### config.mk
export PLATFORM = sky130hd
export DESIGN_NAME = bissc_frame_decode_crc6
export DESIGN_NICKNAME = d
export VERILOG_FILES = /design/src/hw/rtl/bfd_pkg.sv /design/src/hw/rtl/bfd_collect.sv /design/src/hw/rtl/bfd_decode.sv /design/src/hw/rtl/bissc_frame_decode_crc6.sv
export SDC_FILE = /design/constraint.sdc
export NUM_CORES = 1
export LEC_CHECK = 0
export BUFFER_PORTS_ARGS = -buffer_cell sky130_fd_sc_hd__buf_2
export CORE_MARGIN = 1
export CORE_UTILIZATION = 60
export DETAILED_ROUTE_END_ITERATION = 8
export GPL_TIMING_DRIVEN = 0
export HOLD_SLACK_MARGIN = 0.03
export PLACE_DENSITY_LB_ADDON = 0.3
export SETUP_SLACK_MARGIN = 0.02
export SLEW_MARGIN = 20
export SYNTH_ARGS = -nofsm -noshare
export SYNTH_HDL_FRONTEND = slang
export SYNTH_SLANG_ARGS = --single-unit
### constraint.sdc
create_clock -name clk -period 5.1 [get_ports clk]
set_input_delay 0.51 -clock clk [delete_from_list [all_inputs] [get_ports clk]]
set_output_delay 0.51 -clock clk [all_outputs]
set_load 0.03 [all_outputs]
### src/hw/rtl/bfd_pkg.sv
// Shared types, constants and CRC-6 functions for the BiSS-C frame decoder.
`default_nettype none
package bfd_pkg;

  localparam int unsigned NUM_BYTES = 5;
  localparam int unsigned HOLD_BYTES = NUM_BYTES - 1;
  localparam logic [2:0] LAST_BYTE = 3'(HOLD_BYTES);

  localparam logic [1:0] ALIGN_NONE = 2'd0;
  localparam logic [1:0] ALIGN_BIT4 = 2'd1;
  localparam logic [1:0] ALIGN_BIT3 = 2'd2;

  localparam logic [5:0] CRC6_POLY = 6'h03;
  localparam logic [5:0] CRC6_XOROUT = 6'h3f;

  typedef struct packed {
    logic [7:0] b0;
    logic [7:0] b1;
    logic [7:0] b2;
    logic [7:0] b3;
    logic [7:0] b4;
  } frame_t;

  typedef struct packed {
    logic [19:0] position;
    logic        control_bit;
    logic [5:0]  zero_field;
    logic        error_flag;
    logic        warning_flag;
    logic [5:0]  crc_received;
  } fields_t;

  typedef struct packed {
    fields_t    fields;
    logic [1:0] alignment;
    logic [5:0] crc_computed;
    logic       crc_match;
  } result_t;

  function automatic logic [5:0] crc6_shift6(input logic [5:0] v);
    logic [5:0] r;
    r = v;
    for (int k = 0; k < 6; k++) begin
      r = {r[4:0], 1'b0} ^ (r[5] ? CRC6_POLY : 6'h00);
    end
    return r;
  endfunction

  function automatic logic [5:0] crc6_groups(input logic [19:0] pos, input logic err,
                                             input logic warn);
    logic [5:0] g [6];
    logic [5:0] acc;
    g[0] = {2'b00, pos[19:16]};
    g[1] = pos[15:10];
    g[2] = pos[9:4];
    g[3] = {pos[3:0], 2'b00};
    g[4] = {4'b0000, err, warn};
    g[5] = 6'h00;
    acc = 6'h00;
    for (int k = 0; k < 6; k++) begin
      acc = g[k] ^ crc6_shift6(acc);
    end
    return acc ^ CRC6_XOROUT;
  endfunction

endpackage
`default_nettype wire

### src/hw/rtl/bfd_collect.sv
// Byte collector: counts bytes into a frame and holds the completed frame.
`default_nettype none
module bfd_collect (
  input  wire logic          clk,
  input  wire logic          rst_n,
  input  wire logic          in_valid,
  output logic               in_ready,
  input  wire logic [7:0]    in_rx_byte,
  input  wire logic          advance,
  output logic               frame_valid,
  output bfd_pkg::frame_t    frame
);
  import bfd_pkg::*;

  logic [2:0]   idx_r, idx_nxt;
  logic [7:0]   bytes_r [HOLD_BYTES];
  logic         fv_r, fv_nxt;
  frame_t       frame_r;
  logic         in_xfer;
  logic         last;

  assign in_ready    = !fv_r || advance;
  assign in_xfer     = in_valid && in_ready;
  assign last        = (idx_r >= LAST_BYTE);
  assign frame_valid = fv_r;
  assign frame       = frame_r;

  always_comb begin
    idx_nxt = idx_r;
    fv_nxt  = fv_r;
    if (fv_r && advance) begin
      fv_nxt = 1'b0;
    end
    if (in_xfer) begin
      if (last) begin
        idx_nxt = 3'd0;
        fv_nxt  = 1'b1;
      end else begin
        idx_nxt = idx_r + 3'd1;
      end
    end
  end

  always_ff @(posedge clk) begin
    if (!rst_n) begin
      idx_r <= 3'd0;
      fv_r  <= 1'b0;
    end else begin
      idx_r <= idx_nxt;
      fv_r  <= fv_nxt;
    end
  end

  always_ff @(posedge clk) begin
    if (in_xfer) begin
      if (last) begin
        frame_r <= '{b0: bytes_r[0], b1: bytes_r[1], b2: bytes_r[2], b3: bytes_r[3],
                     b4: in_rx_byte};
      end else begin
        bytes_r[idx_r[1:0]] <= in_rx_byte;
      end
    end
  end

endmodule
`default_nettype wire

### src/hw/rtl/bfd_decode.sv
// Frame decoder: start-bit search, field unpacking and CRC-6 check.
`default_nettype none
module bfd_decode (
  input  wire bfd_pkg::frame_t  frame,
  input  wire bfd_pkg::fields_t held,
  output bfd_pkg::result_t      result
);
  import bfd_pkg::*;

  fields_t    f;
  logic [1:0] align;
  logic [5:0] crc;

  always_comb begin
    f     = held;
    align = ALIGN_NONE;
    if (frame.b0[4]) begin
      align          = ALIGN_BIT4;
      f.control_bit  = frame.b0[3];
      f.position     = {frame.b0[2:0], frame.b1, frame.b2, frame.b3[7]};
      f.zero_field   = frame.b3[6:1];
      f.error_flag   = frame.b3[0];
      f.warning_flag = frame.b4[7];
      f.crc_received = frame.b4[6:1];
    end else if (frame.b0[3]) begin
      align          = ALIGN_BIT3;
      f.control_bit  = frame.b0[2];
      f.position     = {frame.b0[1:0], frame.b1, frame.b2, frame.b3[7:6]};
      f.zero_field   = frame.b3[5:0];
      f.error_flag   = frame.b4[7];
      f.warning_flag = frame.b4[6];
      f.crc_received = frame.b4[5:0];
    end
    crc = crc6_groups(f.position, f.error_flag, f.warning_flag);
  end

  assign result = '{fields: f, alignment: align, crc_computed: crc,
                    crc_match: (crc == f.crc_received)};

endmodule
`default_nettype wire

### src/hw/rtl/bissc_frame_decode_crc6.sv
// Top level of the BiSS-C frame decoder with CRC-6 check.
//
// Input channel: one received byte per transfer on in_rx_byte, first byte of
// a frame first. Five bytes make one frame; the first four produce nothing.
// Result channel: one result per frame, carrying the unpacked position,
// control, zero field, error and warning bits, the received CRC, the
// computed inverted CRC-6 and a match flag. Alignment 1 or 2 tells where the
// start bit was found; with alignment 0 the previous fields are repeated
// and checked again.
// The fifth byte's transfer loads the frame register; the result register then
// takes the decoded frame from it once the result side can advance.
// Throughput: one byte per cycle while the result side takes each result.
// A stalled result stays on the output register; one more frame waits in
// the frame register, and in_ready falls only when both are full.
// Reset clears the byte count, both valid flags and the held fields.
`default_nettype none
module bissc_frame_decode_crc6 (
  input  wire logic        clk,
  input  wire logic        rst_n,
  input  wire logic        in_valid,
  output logic             in_ready,
  input  wire logic [7:0]  in_rx_byte,
  output logic             out_valid,
  input  wire logic        out_ready,
  output logic [19:0]      out_position,
  output logic [1:0]       out_alignment,
  output logic             out_control_bit,
  output logic [5:0]       out_zero_field,
  output logic             out_error_flag,
  output logic             out_warning_flag,
  output logic [5:0]       out_crc_received,
  output logic [5:0]       out_crc_computed,
  output logic             out_crc_match
);
  import bfd_pkg::*;

  logic    advance;
  logic    frame_valid;
  frame_t  frame;
  fields_t held_r;
  result_t dec;
  result_t res_r;
  logic    out_v_r;

  assign advance = !out_v_r || out_ready;

  bfd_collect u_collect (
    .clk         (clk),
    .rst_n       (rst_n),
    .in_valid    (in_valid),
    .in_ready    (in_ready),
    .in_rx_byte  (in_rx_byte),
    .advance     (advance),
    .frame_valid (frame_valid),
    .frame       (frame)
  );

  bfd_decode u_decode (
    .frame  (frame),
    .held   (held_r),
    .result (dec)
  );

  always_ff @(posedge clk) begin
    if (!rst_n) begin
      out_v_r <= 1'b0;
      held_r  <= '0;
    end else if (advance) begin
      out_v_r <= frame_valid;
      if (frame_valid) begin
        held_r <= dec.fields;
      end
    end
  end

  always_ff @(posedge clk) begin
    if (advance && frame_valid) begin
      res_r <= dec;
    end
  end

  assign out_valid        = out_v_r;
  assign out_position     = res_r.fields.position;
  assign out_alignment    = res_r.alignment;
  assign out_control_bit  = res_r.fields.control_bit;
  assign out_zero_field   = res_r.fields.zero_field;
  assign out_error_flag   = res_r.fields.error_flag;
  assign out_warning_flag = res_r.fields.warning_flag;
  assign out_crc_received = res_r.fields.crc_received;
  assign out_crc_computed = res_r.crc_computed;
  assign out_crc_match    = res_r.crc_match;

endmodule
`default_nettype wire

==> results.json, run 1 <==
{
  "status": "completed",
  "via_per_inst": 5.569,
  "synth.distinct_cells": 39,
  "r2r_start": "u_collect.frame[35]",
  "critPathLaunch": "u_collect.frame[35]",
  "initial_core_util_pct": 62.96,
  "crit_buf_inv": 1,
  "ctsRootBufferMaster": "clkbuf_8",
  "comb_power_share_pct": 1.9,
  "track_usage_pct": 24.25,
  "cpMostUsedCell": "xnor3_1",
  "final_nets": 555,
  "io_buffers": 56,
  "synth_edf_count": 110,
  "layout_common_cells": "edfxtp_1 (110), nand2_1 (101), buf_2 (58)",
  "cpMaxStageDelayCell": "edfxtp_1",
  "grt_max_degree": 35,
  "overflow": 0,
  "yosysSeqAreaShare_pct": 65.48,
  "final_common_cell": "edfxtp_1",
  "p_int_uw": 2140,
  "maxCapViolations": 0,
  "yosysTopAreaCell": "edfxtp_1",
  "num_io_pins": 58,
  "ys.flop_type": "edfxtp_1",
  "synth-async-reset-ratio_pct": 0,
  "ctsHoldBuffers": 0,
  "fill_cells": 627,
  "avgRoutedWirePerCell_um": 17.54,
  "setup_viol_count_final": 0,
  "syn-num-nets": 478,
  "clockPowerShare_pct": 49.1,
  "powerDensity_nw_per_um2": 363.0,
  "finalCriticalPeriod_ns": 3.554,
  "dieArea_sq_um": 10860,
  "arrival_ns": 3.88,
  "synth_area_per_cell_sq_um": 13.57,
  "drtIter0Drc": 300,
  "r2r_end": "out_crc_match",
  "postCtsSetupBuffers": 0,
  "fmax_ghz": 0.2814,
  "rsz0062_at_grt": "no",
  "min_to": "u_collect.bytes_r[3][5]",
  "maxSlewViolCount": 0,
  "grt_pass1_wl_um": 19350,
  "route.detailed.drc": 0,
  "skew_ns": 0.01083,
  "synthCells": 462,
  "die_h_um": 104.2,
  "min_path_cells": 1,
  "utilization_pct": 74.26,
  "tightest_slew_ns": 0.7317,
  "power.switching_uw": 543.6,
  "area_delta_synth_final_pct": 17.95,
  "clk_latency_ns": 0.53,
  "cts.sink_count": 150,
  "routed_wirelength_um": 12020,
  "synth_top_area_share_pct": 52.71,
  "vias": 3815,
  "routabilityCongestion": 0.8189,
  "hpwl_um": 8295,
  "end_kind": "register",
  "antenna_cells": 0,
  "ant_nets": 0,
  "drive_above_1_share_pct": 20.83,
  "cts_max_path_buffers": 2,
  "cts_tree": "done",
  "p_leak_uw": 0.002743,
  "std_cell_rows": 36,
  "hold_violations": 0,
  "ys_ff_latch": 150,
  "grt_pass1_vias": 3786,
  "post_cts_resized": 0,
  "slowest_delay_ns": 0.40,
  "numCtsBuffers": 17,
  "hold_start": "in_rx_byte[5]",
  "vdd_drop_max_mv": 0.3282,
  "cp_top_family": "XOR/XNOR gates",
  "antenna_found_initial": 0,
  "yosysWarnings": 0,
  "syn_area_sq_um": 6267,
  "hold_class": "in2reg",
  "worstPathMaxFanout": 10,
  "critical_path_class": "reg2reg",
  "first_pass_iters": 8,
  "critPathLaunchType": "register",
  "synthTopCellsByArea": "edfxtp_1 (53%), dfxtp_1 (13%), nand2_1 (6.0%)",
  "core_area_sq_um": 9955,
  "chipWidth_um": 104.2,
  "critical_path_required_ns": 5.42,
  "r2r_slack_ns": 1.55,
  "r2r_cells": 9,
  "htreeDepth": 4,
  "clk_pin_slew_worst_paths_ns": 0.06,
  "crit_chain": "buf_6 > mux2_1 > mux2i_2 > xor2_1 > xnor3_1 > xor2_2 > xnor3_1 > or3_1 > a2111oi_2",
  "fin_tns_setup_ns": 0,
  "period_share_pct": 69.68,
  "slew-limit-headroom_pct": 49.82,
  "seq_power_share_pct": 49.0,
  "power.share.switching_pct": 20.26
}
[layer usage]
metal  wire (um)  vias to the layer above  part of all wire (%)  track usage [%]
li1            -                     1776                     -                -
met5           0                        -                     0                0
met2        5775                      193                    48            38.81
met3         972                       39                   8.1            7.581
met1        4837                     1807                    40            29.71
met4         433                        0                   3.6            12.55
[sequential cells by signal, indices dropped and copies added (netlist names)]
name and cells:
out_position 20, u_collect.bytes_r 29, u_collect.frame 37, out_crc_computed 6, out_control_bit 1, out_crc_match 1
u_collect.frame_valid 1, out_alignment 2, held_r 35, out_valid 1, u_collect.idx_r 3, out_warning_flag 1
out_crc_received 6, out_error_flag 1, out_zero_field 6
[stage by stage]
stage | setup WS, ns | cell area (sq um) | power [uW] | hold slack (ns) | std cells
after detailed placement | 1.603 | 6764 | 1393 | 0.4052 | 653
after floorplan | 1.939 | 6267 | 1374 | 0.4003 | 462
after global routing | 1.363 | 7392 | 2746 | 0.2002 | 685
after global placement | 1.707 | 6714 | 1390 | 0.4007 | 651
final | 1.546 | 7392 | 2683 | 0.2242 | 685
after CTS | 1.519 | 7392 | 2698 | 0.2033 | 685
[cells in the mapped netlist, types with 2 or more instances]
master and instances:
xnor3_1 4, o21ai_0 19, and2_1 8, ha_1 4
xnor2_1 17, mux2_1 2, buf_1 4, buf_6 3
o21ai_2 6, buf_4 3, nor2_1 3, nor2b_1 6
o21ai_4 2, xor2_1 12, mux2i_1 34, a21oi_1 5
o21ai_1 9, clkbuf_1 11, nand2_1 101, a21boi_0 32
nand2b_1 2, xor2_2 2, xor3_1 4, edfxtp_1 110
dfxtp_1 40, inv_1 6
[cell type report]
class	instances	area, sq um	share of cell area [%]
flip-flops and latches	150	4104	55.52
multi-input cells	283	2009	27.18
clock buffers	17	414.1	5.603
repair buffers	58	327.8	4.435
clock inverters	15	214.0	2.894
well taps	133	166.4	2.251
plain buffers	23	133.9	1.811
inverters	6	22.52	0.3047
[logic make-up (layout without fill, tap and decap cells)]
kind of cell    Yosys count  in the layout  share of synthesized area, %
buf+inv                  29            119                         2.475
simple gates            125            125                         8.305
compound gates           75             75                         8.185
fa+ha+maj                 4              4                        0.7986
flops                   150            150                         65.48
xor+xnor                 42             42                         8.744
mux                      37             37                         6.009
[worst reg2reg max path, delay by kind of cell, from the launching register on]
family / cells / cell delay [ns]
AO/OA/AOI/OAI: 1 / 0.38
XOR/XNOR: 4 / 1.30
buffers and inverters: 1 / 0.18
flip-flops: 1 / 0.40
multiplexers: 2 / 0.71
AND/OR/NAND/NOR: 1 / 0.37
[power groups by stage]
| stage | clock network (uW) | logic, uW | registers [uW] |
|---|---|---|---|
| 3_5_place_dp | 0 | 51.0 | 1340 |
| 2_1_floorplan | 0 | 31.9 | 1340 |
| 6_report | 1320 | 50.9 | 1320 |
| 4_1_cts | 1330 | 51.4 | 1320 |
| 3_3_place_gp | 0 | 48.5 | 1340 |
| 5_1_grt | 1370 | 55.6 | 1320 |
[worst max-delay path by stage]
stage               cells after the start            end  slack (ns)
floorplan                               9  out_crc_match        1.94
global placement                        9  out_crc_match        1.71
detailed placement                      9  out_crc_match        1.60
CTS                                     9  out_crc_match        1.52
global route                            9  out_crc_match        1.36
finish                                  9  out_crc_match        1.55
(Power assumes the default switching activity.)
==> run 2: changes to the inputs <==
Settings changed: CORE_UTILIZATION 60 to 59.
Clock period 5.1 ns to 3.6 ns, I/O delays scaled along.
==> run 2 against run 1 <==
Against the previous run: routed wire length down 2.5%; final area up 0.32%; core utilization down 2.4 points; first-iteration DRC count down 2.0%; critical path type unchanged; largest cell class unchanged; flip-flop and latch count unchanged.
==> results.json, run 2 (synthesized netlist as in run 1, its figures left out) <==
{
  "slew-limit-headroom_pct": 59.78,
  "arrival_ns": 3.69,
  "clockPowerShare_pct": 49.2,
  "core_area_sq_um": 10320,
  "skew_ns": 0.008886,
  "largest_reg_flops": 37,
  "r2r_slack_ns": 0.24,
  "cts_tree": "done",
  "chipWidth_um": 105.1,
  "critical_path_required_ns": 3.93,
  "p_leak_uw": 0.002736,
  "grt_pass1_vias": 3642,
  "critical_path_class": "reg2reg",
  "finalCriticalPeriod_ns": 3.361,
  "first_pass_iters": 5,
  "period_share_pct": 93.36,
  "p_int_uw": 3103,
  "drive_above_1_share_pct": 20.83,
  "crit_chain": "buf_6 > mux2_1 > mux2i_4 > xor2_2 > xnor3_1 > xor2_2 > xnor3_1 > or3_1 > a2111oi_2",
  "cpMaxStageDelayCell": "xnor3_1",
  "numCtsBuffers": 17,
  "vdd_drop_max_mv": 0.3196,
  "die_h_um": 105.1,
  "routabilityCongestion": 0.8463,
  "maxCapViolations": 0,
  "power.share.switching_pct": 18.55,
  "ant_nets": 0,
  "via_per_inst": 5.387,
  "cts_max_path_buffers": 2,
  "antenna_cells": 0,
  "seq_power_share_pct": 48.9,
  "power.switching_uw": 706.7,
  "routed_wirelength_um": 11720,
  "io_buffers": 56,
  "dp.cells": 656,
  "clk_latency_ns": 0.52,
  "critical_path_depth": 9,
  "tightest_slew_ns": 0.6033,
  "area_delta_synth_final_pct": 18.33,
  "clk_pin_slew_worst_paths_ns": 0.06,
  "r2r_start": "u_collect.frame[35]",
  "stdcell_count": 688,
  "critPathLaunch": "u_collect.frame[35]",
  "fin_ws_ns": 0.2392,
  "layout_common_cells": "edfxtp_1 (110), nand2_1 (101), buf_2 (58)",
  "r2r_cells": 9,
  "cp_top_family": "XOR/XNOR gates",
  "comb_power_share_pct": 1.9,
  "endpoint": "out_crc_match",
  "hpwl_um": 8140,
  "antenna_found_initial": 0,
  "num_io_pins": 58,
  "r2r_end": "out_crc_match",
  "post-place-ws_ns": 0.09041,
  "vias": 3706,
  "crit_buf_inv": 1,
  "cts.sink_count": 150,
  "std_cell_rows": 37,
  "slowest_delay_ns": 0.38,
  "fill_cells": 649,
  "track_usage_pct": 22.84,
  "grt_pass1_wl_um": 18420,
  "total_power_uw": 3810,
  "ctsRootBufferMaster": "clkbuf_8",
  "setup_viol_count_final": 0,
  "avgRoutedWirePerCell_um": 17.03,
  "final_common_cell": "edfxtp_1",
  "status": "completed",
  "fmax_ghz": 0.2975,
  "powerDensity_nw_per_um2": 513.7,
  "htreeDepth": 4,
  "rsz0062_at_grt": "no",
  "worstPathMaxFanout": 10,
  "grt_max_degree": 38,
  "final_nets": 555,
  "dieArea_sq_um": 11040,
  "overflow": 0,
  "maxSlewViolCount": 0,
  "critPathLaunchType": "register",
  "hold_class": "in2reg",
  "initial_core_util_pct": 60.71,
  "hold_violations": 0,
  "drtIter0Drc": 294,
  "end_kind": "register",
  "route.detailed.drc": 0,
  "fin_tns_setup_ns": 0,
  "postCtsSetupBuffers": 0
}
==> run 2: changes by cell type in the layout (fill, tap and decap cells not counted), sizes merged <==
cell,delta
inv,-5
clkbuf,+3
bufinv,+1
clkinv,-1
clkinvlp,+2
==> run 2: power groups by stage <==
stage	Clock [uW]	Sequential [uW]	Combinational [uW]
2_1_floorplan	0	1900	45.2
3_3_place_gp	0	1900	68.9
3_5_place_dp	0	1900	72.6
4_1_cts	1890	1860	73.2
5_1_grt	1950	1870	79.2
6_report	1870	1860	72.4
==> run 2: area by class of cell <==
class	count	area (sq um)	area share, %
Timing Repair Buffer	58	320.3	4.319
Tap cell	136	170.2	2.295
Multi-Input combinational cell	283	2029	27.37
Clock buffer	20	435.4	5.871
Inverter	6	22.52	0.3037
Sequential cell	150	4104	55.34
Buffer	23	133.9	1.805
Clock inverter	12	200.2	2.700
==> run 2: metal layers <==
metal	up-vias	part of all wire (%)	routed length, um	global-route usage (%)
li1	1779	-	-	-
met1	1761	41	4850	28.70
met2	151	50	5876	38.17
met3	15	6.5	762	5.739
met4	0	1.9	227	8.954
met5	-	0	0	0
==> run 2: stage by stage <==
step	hold slack, ns	util, %	area [sq um]
5_1_grt	0.04425	71.83	7416
2_1_floorplan	0.4003	-	6267
4_1_cts	0.04694	71.64	7396
3_5_place_dp	0.4045	65.48	6760
3_3_place_gp	0.4024	65.07	6718
6_report	0.07330	71.83	7416
==> run 2: repair_timing <==
item	CTS	global route
endpoints found under the setup margin	0	1
resized for setup	0	3
hold buffers	0	0
==> run 2: worst min path at each step <==
stage	startpoint	slack, ns	to	cells after the start
after floorplan	u_collect.bytes_r[3][2]	0.40	u_collect.frame[10]	0
after global placement	u_collect.bytes_r[1][5]	0.40	u_collect.frame[29]	0
after detailed placement	u_collect.bytes_r[1][2]	0.40	u_collect.frame[26]	0
after CTS	in_rx_byte[7]	0.05	u_collect.bytes_r[1][7]	1
after global routing	in_rx_byte[7]	0.04	u_collect.bytes_r[1][7]	1
final	in_rx_byte[7]	0.07	u_collect.frame[7]	1
==> run 2: worst reg2reg max path, stage by stage (launching register included) <==
cell,delay (ns)
edfxtp_1,0.37
buf_6,0.17
mux2_1,0.36
mux2i_4,0.30
xor2_2,0.24
xnor3_1,0.38
xor2_2,0.32
xnor3_1,0.29
or3_1,0.38
a2111oi_2,0.36
